$ cat config.mk
export PLATFORM = sky130hd
export DESIGN_NAME = ycr2rgb_norm_div
export DESIGN_NICKNAME = d
export VERILOG_FILES = /design/src/rtl/core/ycr2rgb_pkg.sv /design/src/rtl/core/ycr2rgb_norm_div.sv
export SDC_FILE = /design/constraint.sdc
export NUM_CORES = 2
export LEC_CHECK = 0
export BUFFER_PORTS_ARGS = -buffer_cell sky130_fd_sc_hd__buf_2
export CORE_UTILIZATION = 35
export CTS_BUF_LIST = sky130_fd_sc_hd__clkbuf_4 sky130_fd_sc_hd__clkbuf_8
export DETAILED_ROUTE_END_ITERATION = 12
export GPL_ROUTABILITY_DRIVEN = 0
export GPL_TIMING_DRIVEN = 0
export PLACE_DENSITY = 0.58
export SYNTH_ARGS = -nofsm -noshare
export SYNTH_HDL_FRONTEND = slang
export SYNTH_SLANG_ARGS = --single-unit
$ cat constraint.sdc
create_clock -name i_clk -period 12.2 [get_ports i_clk]
set_clock_uncertainty 0.1 [all_clocks]
set_input_delay 1.22 -clock i_clk [delete_from_list [all_inputs] [get_ports i_clk]]
set_output_delay 1.22 -clock i_clk [all_outputs]
set_load 0.1 [all_outputs]
$ cat src/rtl/core/ycr2rgb_pkg.sv
// ----------------------------------------------------------------------------
// ycr2rgb_pkg
// Shared types, constants and tables for the YCbCr to RGB converter.
// ----------------------------------------------------------------------------
package ycr2rgb_pkg;

    localparam int OFB_DEFAULT = 12;

    // Register indexes on the configuration port
    localparam int CFG_IDX_BITS = 2;
    localparam int CFG_DATA_BITS = 2;
    localparam logic [CFG_IDX_BITS-1:0] CFG_COLOR_MATRIX  = 2'd0;
    localparam logic [CFG_IDX_BITS-1:0] CFG_FULL_RANGE    = 2'd1;
    localparam logic [CFG_IDX_BITS-1:0] CFG_SAMPLE_FORMAT = 2'd2;

    // Matrix codes
    localparam logic [1:0] MTX_BT709  = 2'd0;
    localparam logic [1:0] MTX_BT601  = 2'd1;
    localparam logic [1:0] MTX_BT2020 = 2'd2;

    localparam int SAMPLE_BITS = 16;
    localparam int CODE_BITS   = 10;
    localparam int NORM_BITS   = 16;
    localparam int COEF_BITS   = 14;
    localparam int NUM_BITS    = 26;    // magnitude << 16 plus half divisor
    localparam int DEN_BITS    = 11;
    localparam int RCP_SHIFT   = 27;
    localparam int RCP_BITS    = 20;
    localparam int QUO_BITS    = 17;    // largest quotient is below 2^17
    localparam int NORM_W      = QUO_BITS + 1;
    localparam int CHAN_BITS   = 31;    // clamped channel, 0..2^30
    localparam logic [CHAN_BITS-1:0] CHAN_ONE = 31'h4000_0000;

    // Divisors and their truncated reciprocals 2^27 / d
    localparam logic [DEN_BITS-1:0] DEN_255  = 11'd255;
    localparam logic [DEN_BITS-1:0] DEN_1023 = 11'd1023;
    localparam logic [DEN_BITS-1:0] DEN_510  = 11'd510;
    localparam logic [DEN_BITS-1:0] DEN_2046 = 11'd2046;
    localparam logic [DEN_BITS-1:0] DEN_219  = 11'd219;
    localparam logic [DEN_BITS-1:0] DEN_876  = 11'd876;
    localparam logic [DEN_BITS-1:0] DEN_224  = 11'd224;
    localparam logic [DEN_BITS-1:0] DEN_896  = 11'd896;
    localparam logic [RCP_BITS-1:0] RCP_255  = RCP_BITS'((1 << RCP_SHIFT) / 255);
    localparam logic [RCP_BITS-1:0] RCP_1023 = RCP_BITS'((1 << RCP_SHIFT) / 1023);
    localparam logic [RCP_BITS-1:0] RCP_510  = RCP_BITS'((1 << RCP_SHIFT) / 510);
    localparam logic [RCP_BITS-1:0] RCP_2046 = RCP_BITS'((1 << RCP_SHIFT) / 2046);
    localparam logic [RCP_BITS-1:0] RCP_219  = RCP_BITS'((1 << RCP_SHIFT) / 219);
    localparam logic [RCP_BITS-1:0] RCP_876  = RCP_BITS'((1 << RCP_SHIFT) / 876);
    localparam logic [RCP_BITS-1:0] RCP_224  = RCP_BITS'((1 << RCP_SHIFT) / 224);
    localparam logic [RCP_BITS-1:0] RCP_896  = RCP_BITS'((1 << RCP_SHIFT) / 896);

    typedef struct packed {
        logic [NUM_BITS-1:0] num;   // |n| * 2^16 + d/2
        logic                neg;
        logic [DEN_BITS-1:0] den;
        logic [RCP_BITS-1:0] rcp;
    } t_div_in;

    typedef struct packed {
        logic est;                  // advance the estimate stage
        logic fix;                  // advance the correction stage
    } t_div_adv;

    typedef struct packed {
        logic signed [15:0] r_cr;
        logic signed [15:0] g_cb;
        logic signed [15:0] g_cr;
        logic signed [15:0] b_cb;
    } t_coef;

    function automatic t_coef matrix_coef(input logic [1:0] mtx);
        t_coef k;
        unique case (mtx)
            MTX_BT601: begin
                k.r_cr = 16'sd22970;  k.g_cb = -16'sd5638;
                k.g_cr = -16'sd11700; k.b_cb = 16'sd29032;
            end
            MTX_BT2020: begin
                k.r_cr = 16'sd24160;  k.g_cb = -16'sd2696;
                k.g_cr = -16'sd9361;  k.b_cb = 16'sd30825;
            end
            default: begin
                // BT.709, also for the unused code
                k.r_cr = 16'sd25802;  k.g_cb = -16'sd3069;
                k.g_cr = -16'sd7670;  k.b_cb = 16'sd30402;
            end
        endcase
        return k;
    endfunction

    // Pick the code out of a sample, form the signed numerator and the
    // divisor for range normalization.
    function automatic t_div_in div_setup(input logic [SAMPLE_BITS-1:0] smp,
                                          input logic chroma, input logic full,
                                          input logic p010);
        t_div_in          d;
        logic [CODE_BITS-1:0] code;
        logic signed [11:0] cs;
        logic signed [11:0] n;
        logic [11:0]      mag;
        code = p010 ? smp[15:6] : {2'b00, smp[7:0]};
        cs   = $signed({2'b00, code});
        unique case ({p010, full, chroma})
            3'b000: begin n = cs - 12'sd16;  d.den = DEN_219;  d.rcp = RCP_219;  end
            3'b001: begin n = cs - 12'sd128; d.den = DEN_224;  d.rcp = RCP_224;  end
            3'b010: begin n = cs;            d.den = DEN_255;  d.rcp = RCP_255;  end
            3'b011: begin n = (cs <<< 1) - 12'sd255;  d.den = DEN_510;  d.rcp = RCP_510; end
            3'b100: begin n = cs - 12'sd64;  d.den = DEN_876;  d.rcp = RCP_876;  end
            3'b101: begin n = cs - 12'sd512; d.den = DEN_896;  d.rcp = RCP_896;  end
            3'b110: begin n = cs;            d.den = DEN_1023; d.rcp = RCP_1023; end
            default: begin n = (cs <<< 1) - 12'sd1023; d.den = DEN_2046; d.rcp = RCP_2046; end
        endcase
        d.neg = n[11];
        mag   = n[11] ? 12'(-n) : 12'(n);
        d.num = {mag[CODE_BITS-1:0], {NORM_BITS{1'b0}}} + NUM_BITS'(d.den >> 1);
        return d;
    endfunction

endpackage

$ cat src/rtl/core/ycr2rgb_norm_div.sv
// ----------------------------------------------------------------------------
// ycr2rgb_norm_div
// Two-stage rounding division by a small constant divisor: reciprocal
// estimate, then one compare-and-bump correction and sign restore.
// ----------------------------------------------------------------------------
module ycr2rgb_norm_div (
    input  logic                              i_clk,
    input  ycr2rgb_pkg::t_div_adv             i_adv,
    input  ycr2rgb_pkg::t_div_in              i_div,
    output logic signed [ycr2rgb_pkg::NORM_W-1:0] o_quo
);
    import ycr2rgb_pkg::*;

    localparam int PROD_BITS = NUM_BITS + RCP_BITS;
    localparam int CHK_BITS  = QUO_BITS + DEN_BITS;

    logic [PROD_BITS-1:0] w_prod;
    logic [QUO_BITS-1:0]  r_qe;
    logic [NUM_BITS-1:0]  r_num;
    logic [DEN_BITS-1:0]  r_den;
    logic                 r_neg;
    logic [CHK_BITS-1:0]  w_next_mul;
    logic [QUO_BITS-1:0]  w_quo;
    logic signed [NORM_W-1:0] r_quo;

    // Estimate is exact or one short
    assign w_prod = PROD_BITS'(i_div.num) * PROD_BITS'(i_div.rcp);

    always_ff @(posedge i_clk) begin
        if (i_adv.est) begin
            r_qe  <= w_prod[RCP_SHIFT +: QUO_BITS];
            r_num <= i_div.num;
            r_den <= i_div.den;
            r_neg <= i_div.neg;
        end
    end

    // Bump when the next multiple still fits under the numerator
    assign w_next_mul = CHK_BITS'(r_qe + QUO_BITS'(1)) * CHK_BITS'(r_den);
    assign w_quo      = r_qe + QUO_BITS'(CHK_BITS'(r_num) >= w_next_mul);

    always_ff @(posedge i_clk) begin
        if (i_adv.fix) begin
            r_quo <= r_neg ? -$signed({1'b0, w_quo}) : $signed({1'b0, w_quo});
        end
    end

    assign o_quo = r_quo;

endmodule
**Word-level counts from Yosys, hierarchy flattened**

Index checks and enable logic that the tools add are counted.

- Output and inout port bits: 18
- Latch bits: 0
- Memories: 0
- Memory bits (read-only): 0
- Memory bits (writable): 0
- Flip-flop bits (word level): 73
- Bits of input ports: 61
- Logic and storage cells: 13

- Reductions and logical operators: 0
- Shift-type cells: 0
- Mux-type cells: 1
- Equal/unequal tests: 0
- Magnitude comparators: 1
- Bitwise operators: 0
- $add $sub $neg: 3
- Multipliers: 2
- Divide/modulo/power cells: 0

Operators with widths:

| cell | count |
|---|---|
| $mul 26x20->44 | 1 |
| $ge 26x28->1 | 1 |
| $mul 18x11->28 | 1 |
| $add 17x1->18 const B | 1 |
| $neg 17->18 | 1 |
| $add 17x1->17 | 1 |
| $mux 17 | 1 |

**Depth between registers and ports, before layout**

- Depth after elaboration: 6
- Gate-level depth with buffers: 45

**Worst setup path before layout**

Ideal clock, no wire load.

- Path kind: reg-to-reg
- Start point: reg r_qe[4]
- End point: reg r_quo[16], in the netlist o_quo[16], data pin
- Cell stages (with the launch flop): 43
- Path buffers: 3
- Data arrival time: 9.254 ns
- Required time: 11.838 ns
- Path slack: 2.584 ns
- Path through: edfxtp_1 > clkbuf_1 > and4_1 > nand4_1 > or2_2 > nor2_1 > xnor2_1 > clkbuf_1 > nor2b_1 > fa_1 > inv_1 > fa_1 > inv_1 > fa_1 > fa_1 > inv_1 > fa_1 > inv_1 > [... 7 more ...] > nand2b_1 > ha_1 > nand4_1 > or4_1 > a31oi_1 > o32a_1 > o31a_1 > ha_1 > ha_1 > clkbuf_1 > nand2_1 > nor2_1 > o21ai_0 > nor3_1 > nand4b_1 > nand2b_1 > o31ai_1 > xnor2_1

- Word-level cells in the longest chain between the ends: 6

Ends and longest elaborated chain:

| item | RTL line | text |
|---|---|---|
| start, declared | ycr2rgb_norm_div.sv:18 | `logic [QUO_BITS-1:0] r_qe;` |
| start signal, assigned | ycr2rgb_norm_div.sv:31 | `r_qe <= w_prod[RCP_SHIFT +: QUO_BITS];` |
| $add 17x1->18 | ycr2rgb_norm_div.sv:39 | `assign w_next_mul = CHK_BITS'(r_qe + QUO_BITS'(1)) * CHK_BITS'(r_den);` |
| $mul 18x11->28 | ycr2rgb_norm_div.sv:39 |  |
| $ge 26x28->1 | ycr2rgb_norm_div.sv:40 | `assign w_quo = r_qe + QUO_BITS'(CHK_BITS'(r_num) >= w_next_mul);` |
| $add 17x1->17 (*) | ycr2rgb_norm_div.sv:40 |  |
| $neg 17->18 | ycr2rgb_norm_div.sv:44 | `r_quo <= r_neg ? -$signed({1'b0, w_quo}) : $signed({1'b0, w_quo});` |
| $mux 17 (*) | ycr2rgb_norm_div.sv:44 |  |
| end signal, assigned | ycr2rgb_norm_div.sv:44 |  |
| end, declared | ycr2rgb_norm_div.sv:24 | `logic signed [NORM_W-1:0] r_quo;` |

Every way passes the cells marked *; elsewhere a longest branch is shown, timed or not.
A chain may end at the register's enable or synchronous reset.

**Worst setup path after layout**

Same ends and word-level chain as after synthesis.

==> flow_results.xml <==
<?xml version="1.0" encoding="UTF-8"?>
<metrics>
  <group name="worst_setup_path">
    <metric name="critical_path.reg2reg.startpoint" unit="">r_qe[4]$_DFFE_PP_</metric>
    <metric name="worst-path-buf-inv" unit="">7</metric>
    <metric name="crit_path_start" unit="">r_qe[4]$_DFFE_PP_</metric>
    <metric name="r2r-end" unit="">o_quo[16]$_DFFE_PP_</metric>
    <metric name="cp_common_cell" unit="">sky130_fd_sc_hd__fa_1</metric>
    <metric name="worst_setup_ep_type" unit="">register</metric>
    <metric name="critPathKind" unit="">reg -&gt; reg</metric>
    <metric name="timing.critical_path.max_delay_family" unit="">simple AND/OR/NAND/NOR gates</metric>
    <metric name="rrSetupSlack" unit="ps">800</metric>
    <metric name="crit_required" unit="ps">12230</metric>
    <metric name="critical_path_arrival" unit="ps">11430</metric>
    <metric name="cp_slowest_cell" unit="">sky130_fd_sc_hd__or4_1</metric>
    <metric name="crit_path_max_incr_delay" unit="ps">570</metric>
    <metric name="critical_path_peak_fanout" unit="">10</metric>
    <metric name="timing.critical_path.from_type" unit="">register</metric>
    <metric name="reg2regPathDepth" unit="">42</metric>
  </group>
  <group name="synth">
    <metric name="synth.lib_cells_used.distinct" unit="">52</metric>
    <metric name="area_share_of_the_largest_cell_type_after_synthesis" unit="">0.440</metric>
    <metric name="seq_total_area_yosys" unit="">0.0849</metric>
    <metric name="postSynthCellCount" unit="">2821</metric>
    <metric name="synth-edff-count" unit="">73</metric>
    <metric name="yosys_register_bits" unit="">73</metric>
    <metric name="yosysTopAreaCell" unit="">sky130_fd_sc_hd__fa_1</metric>
    <metric name="synthTopCellsByArea" unit="">sky130_fd_sc_hd__fa_1 (44%), sky130_fd_sc_hd__ha_1 (11%), sky130_fd_sc_hd__edfxtp_1 (8.5%)</metric>
    <metric name="yosysWarningCount" unit="">0</metric>
    <metric name="synth_top_flop_cell" unit="">sky130_fd_sc_hd__edfxtp_1</metric>
    <metric name="synth_async_sr_flop_share" unit="">0</metric>
    <metric name="synthesis.nets" unit="">3685</metric>
    <metric name="syn_avg_cell_area" unit="µm²">9.16</metric>
    <metric name="syn-cell-area" unit="µm²">25800</metric>
  </group>
  <group name="routing">
    <metric name="drt_pre_antenna_iters" unit="">5</metric>
    <metric name="wirelength" unit="µm">75700</metric>
    <metric name="detail_route.iter0.violations" unit="">1157</metric>
    <metric name="routedWlPerCell" unit="µm">19.6</metric>
    <metric name="drt-vias-per-instance" unit="">4.90</metric>
    <metric name="drtAntennaViolNets" unit="">0</metric>
    <metric name="route.detailed.drc" unit="">0</metric>
    <metric name="via_count" unit="">18900</metric>
  </group>
  <group name="final_layout">
    <metric name="synthToLayoutAreaGrowth" unit="%">6.80</metric>
    <metric name="final_common_cell" unit="">sky130_fd_sc_hd__inv_1</metric>
    <metric name="number_of_diodes" unit="">0</metric>
    <metric name="layout.cells.most_common_list" unit="">sky130_fd_sc_hd__inv_1 (584), sky130_fd_sc_hd__fa_1 (568), sky130_fd_sc_hd__nand2_1 (479)</metric>
    <metric name="footprint_of_the_flip_flops_and_latches" unit="µm²">2190</metric>
    <metric name="fill_cell_total_of_the_finished_layout" unit="">7438</metric>
    <metric name="nNetsFinal" unit="">3762</metric>
    <metric name="layout-drive-gt1-share" unit="">0.0331</metric>
    <metric name="final_cell_area" unit="µm²">27600</metric>
    <metric name="multi_input_area" unit="µm²">20900</metric>
  </group>
  <group name="clocking">
    <metric name="clk_pin_slew_worst_paths" unit="ps">90</metric>
    <metric name="cts_setup_buffers" unit="">0</metric>
    <metric name="cts_num_sinks" unit="">73</metric>
    <metric name="cts_bufs_inserted" unit="">9</metric>
    <metric name="clk_latency" unit="ps">380</metric>
    <metric name="clock_root_buffer" unit="">sky130_fd_sc_hd__clkbuf_8</metric>
    <metric name="htree_num_levels" unit="">3</metric>
    <metric name="cts_tree" unit="">done</metric>
    <metric name="maximum_count_of_clock_buffers_along_a_single_path" unit="">2</metric>
  </group>
  <group name="floorplanning">
    <metric name="total_number_of_placement_rows" unit="">99</metric>
    <metric name="core_area" unit="µm²">73000</metric>
    <metric name="floorplan.die_area" unit="µm²">74900</metric>
    <metric name="floorplan.die.width" unit="µm">274</metric>
    <metric name="num_io_pins" unit="">79</metric>
    <metric name="initial_utilization" unit="">0.354</metric>
    <metric name="die_height" unit="µm">274</metric>
  </group>
  <group name="worst_hold_path">
    <metric name="whs_endpoint" unit="">o_quo[5]$_DFFE_PP_</metric>
    <metric name="hp-start" unit="">r_qe[5]$_DFFE_PP_</metric>
    <metric name="timing.hold.worst_path_depth" unit="">2</metric>
    <metric name="hp-class" unit="">reg -&gt; reg</metric>
  </group>
  <group name="sta">
    <metric name="timing.final.crit_share" unit="">0.934</metric>
    <metric name="report.final.slew_viol_count" unit="">0</metric>
    <metric name="slew-limit-headroom" unit="">0.129</metric>
    <metric name="hold_slack" unit="ps">799</metric>
    <metric name="grt_setup_unrepaired" unit="">no</metric>
    <metric name="actual_slew_at_the_worst_max_slew_pin" unit="ps">1310</metric>
    <metric name="upper_clock_frequency_limit" unit="GHz">0.0877</metric>
    <metric name="setup-violations-final" unit="">0</metric>
    <metric name="setup_total_negative_slack" unit="ps">0</metric>
    <metric name="finalHoldViolCount" unit="">0</metric>
    <metric name="period_minus_slack" unit="ps">11400</metric>
  </group>
  <group name="placed_design">
    <metric name="dpl-instance-area" unit="µm²">27400</metric>
    <metric name="hpwl" unit="µm">63900</metric>
    <metric name="placement.io_buffers" unit="">66</metric>
  </group>
  <group name="global_route">
    <metric name="globalRoute.totalOverflow" unit="">0</metric>
    <metric name="grt_first_pass_wirelength" unit="µm">118000</metric>
    <metric name="grt_antenna_before_repair" unit="">1</metric>
    <metric name="first_global_vias" unit="">19900</metric>
    <metric name="grt_max_degree" unit="">56</metric>
    <metric name="groute.usage.overall" unit="">0.209</metric>
  </group>
  <group name="flow_run">
    <metric name="drv_cap" unit="">0</metric>
  </group>
  <group name="status">
    <metric name="status" unit="">finished, final reports clean</metric>
  </group>
</metrics>
==> cell families (layout without fill, tap and decap cells) <==
family                     after synthesis  count (layout)  synth area share
AOI/OAI and AO/OA                      195             195            0.0491
adders and majority gates              803             803             0.554
muxes                                    2               2          0.000775
DFF                                     73              73            0.0849
and+or+nand+nor                        914             914             0.171
buffers and inverters                  737             819             0.107
xor gates and xnor gates                97              97            0.0329
==> area by class of cell <==
| class | instances | share of cell area |
|---|---|---|
| clock inverter | 7 | 0.00340 |
| sequential | 73 | 0.0795 |
| timing repair buffer | 66 | 0.0120 |
| tap | 959 | 0.0435 |
| buffer | 153 | 0.0211 |
| inverter | 584 | 0.0795 |
| clock buffer | 9 | 0.00449 |
| multi-input combinational | 2011 | 0.757 |
==> flip-flops by register name, summed over array words and instances (netlist names) <==
register  flops
r_neg         1
r_den        11
r_qe         17
o_quo        18
r_num        26
==> cells in the mapped netlist, types with 3 or more instances <==
master,n
sky130_fd_sc_hd__inv_1,584
sky130_fd_sc_hd__fa_1,568
sky130_fd_sc_hd__nand2_1,479
sky130_fd_sc_hd__and2_1,274
sky130_fd_sc_hd__ha_1,235
sky130_fd_sc_hd__clkbuf_1,150
sky130_fd_sc_hd__edfxtp_1,73
sky130_fd_sc_hd__xnor2_1,73
sky130_fd_sc_hd__a21oi_1,58
sky130_fd_sc_hd__o21ai_0,38
sky130_fd_sc_hd__nor2_1,32
sky130_fd_sc_hd__a21o_1,30
sky130_fd_sc_hd__nor2b_1,29
sky130_fd_sc_hd__xor2_1,24
sky130_fd_sc_hd__nand3_1,22
sky130_fd_sc_hd__nand4_1,19
sky130_fd_sc_hd__nand2b_1,13
sky130_fd_sc_hd__and3_1,11
sky130_fd_sc_hd__nor3_1,11
sky130_fd_sc_hd__a211oi_1,10
sky130_fd_sc_hd__o21a_1,10
sky130_fd_sc_hd__a31oi_1,7
sky130_fd_sc_hd__o31ai_1,6
sky130_fd_sc_hd__nor4_1,5
sky130_fd_sc_hd__o21bai_1,5
sky130_fd_sc_hd__o211ai_1,4
sky130_fd_sc_hd__or3_1,4
sky130_fd_sc_hd__a211o_1,3
sky130_fd_sc_hd__a21boi_0,3
sky130_fd_sc_hd__a311o_1,3
sky130_fd_sc_hd__and4_1,3
sky130_fd_sc_hd__buf_1,3
sky130_fd_sc_hd__o22ai_1,3
sky130_fd_sc_hd__o41ai_1,3
sky130_fd_sc_hd__or2_2,3
==> how the worst max path moves through the flow <==
stage / end / slack, ps / depth (start not counted)
final: o_quo[16]$_DFFE_PP_ / 800 / 42
after global routing: o_quo[15]$_DFFE_PP_ / 110 / 43
after CTS: o_quo[16]$_DFFE_PP_ / 270 / 42
after detailed placement: o_quo[16]$_DFFE_PP_ / 330 / 42
after global placement: o_quo[15]$_DFFE_PP_ / 310 / 43
after floorplan: o_quo[16]$_DFFE_PP_ / 2580 / 42
==> what timing repair did <==
action | in CTS | in global routing
resized for setup | 0 | 12
endpoints found under the setup margin | 0 | 7
hold buffers | 0 | 0
==> tightest hold or removal path, stage by stage (launching register included) <==
cell and delay [ps]:
sky130_fd_sc_hd__edfxtp_1 450, sky130_fd_sc_hd__xnor2_1 170, sky130_fd_sc_hd__xnor2_1 180
==> layer usage <==
layer	up-vias	track usage	wire length [µm]
li1	8608	-	-
met4	0	0.0681	2570
met2	592	0.349	35700
met1	9583	0.280	33000
met5	-	0	0
met3	125	0.0271	4390
==> stage by stage <==
step / worst slack [ps] / cells / util
after floorplan: 2580 / 2821 / -
after global placement: 312 / 3846 / 0.375
after detailed placement: 335 / 3846 / 0.375
after CTS: 269 / 3862 / 0.378
after global routing: 112 / 3862 / 0.378
final: 800 / 3862 / 0.378
Power is left out: the tool's default activity adds up to more than one toggle a clock period on the data nets, which glitch-free logic cannot reach.
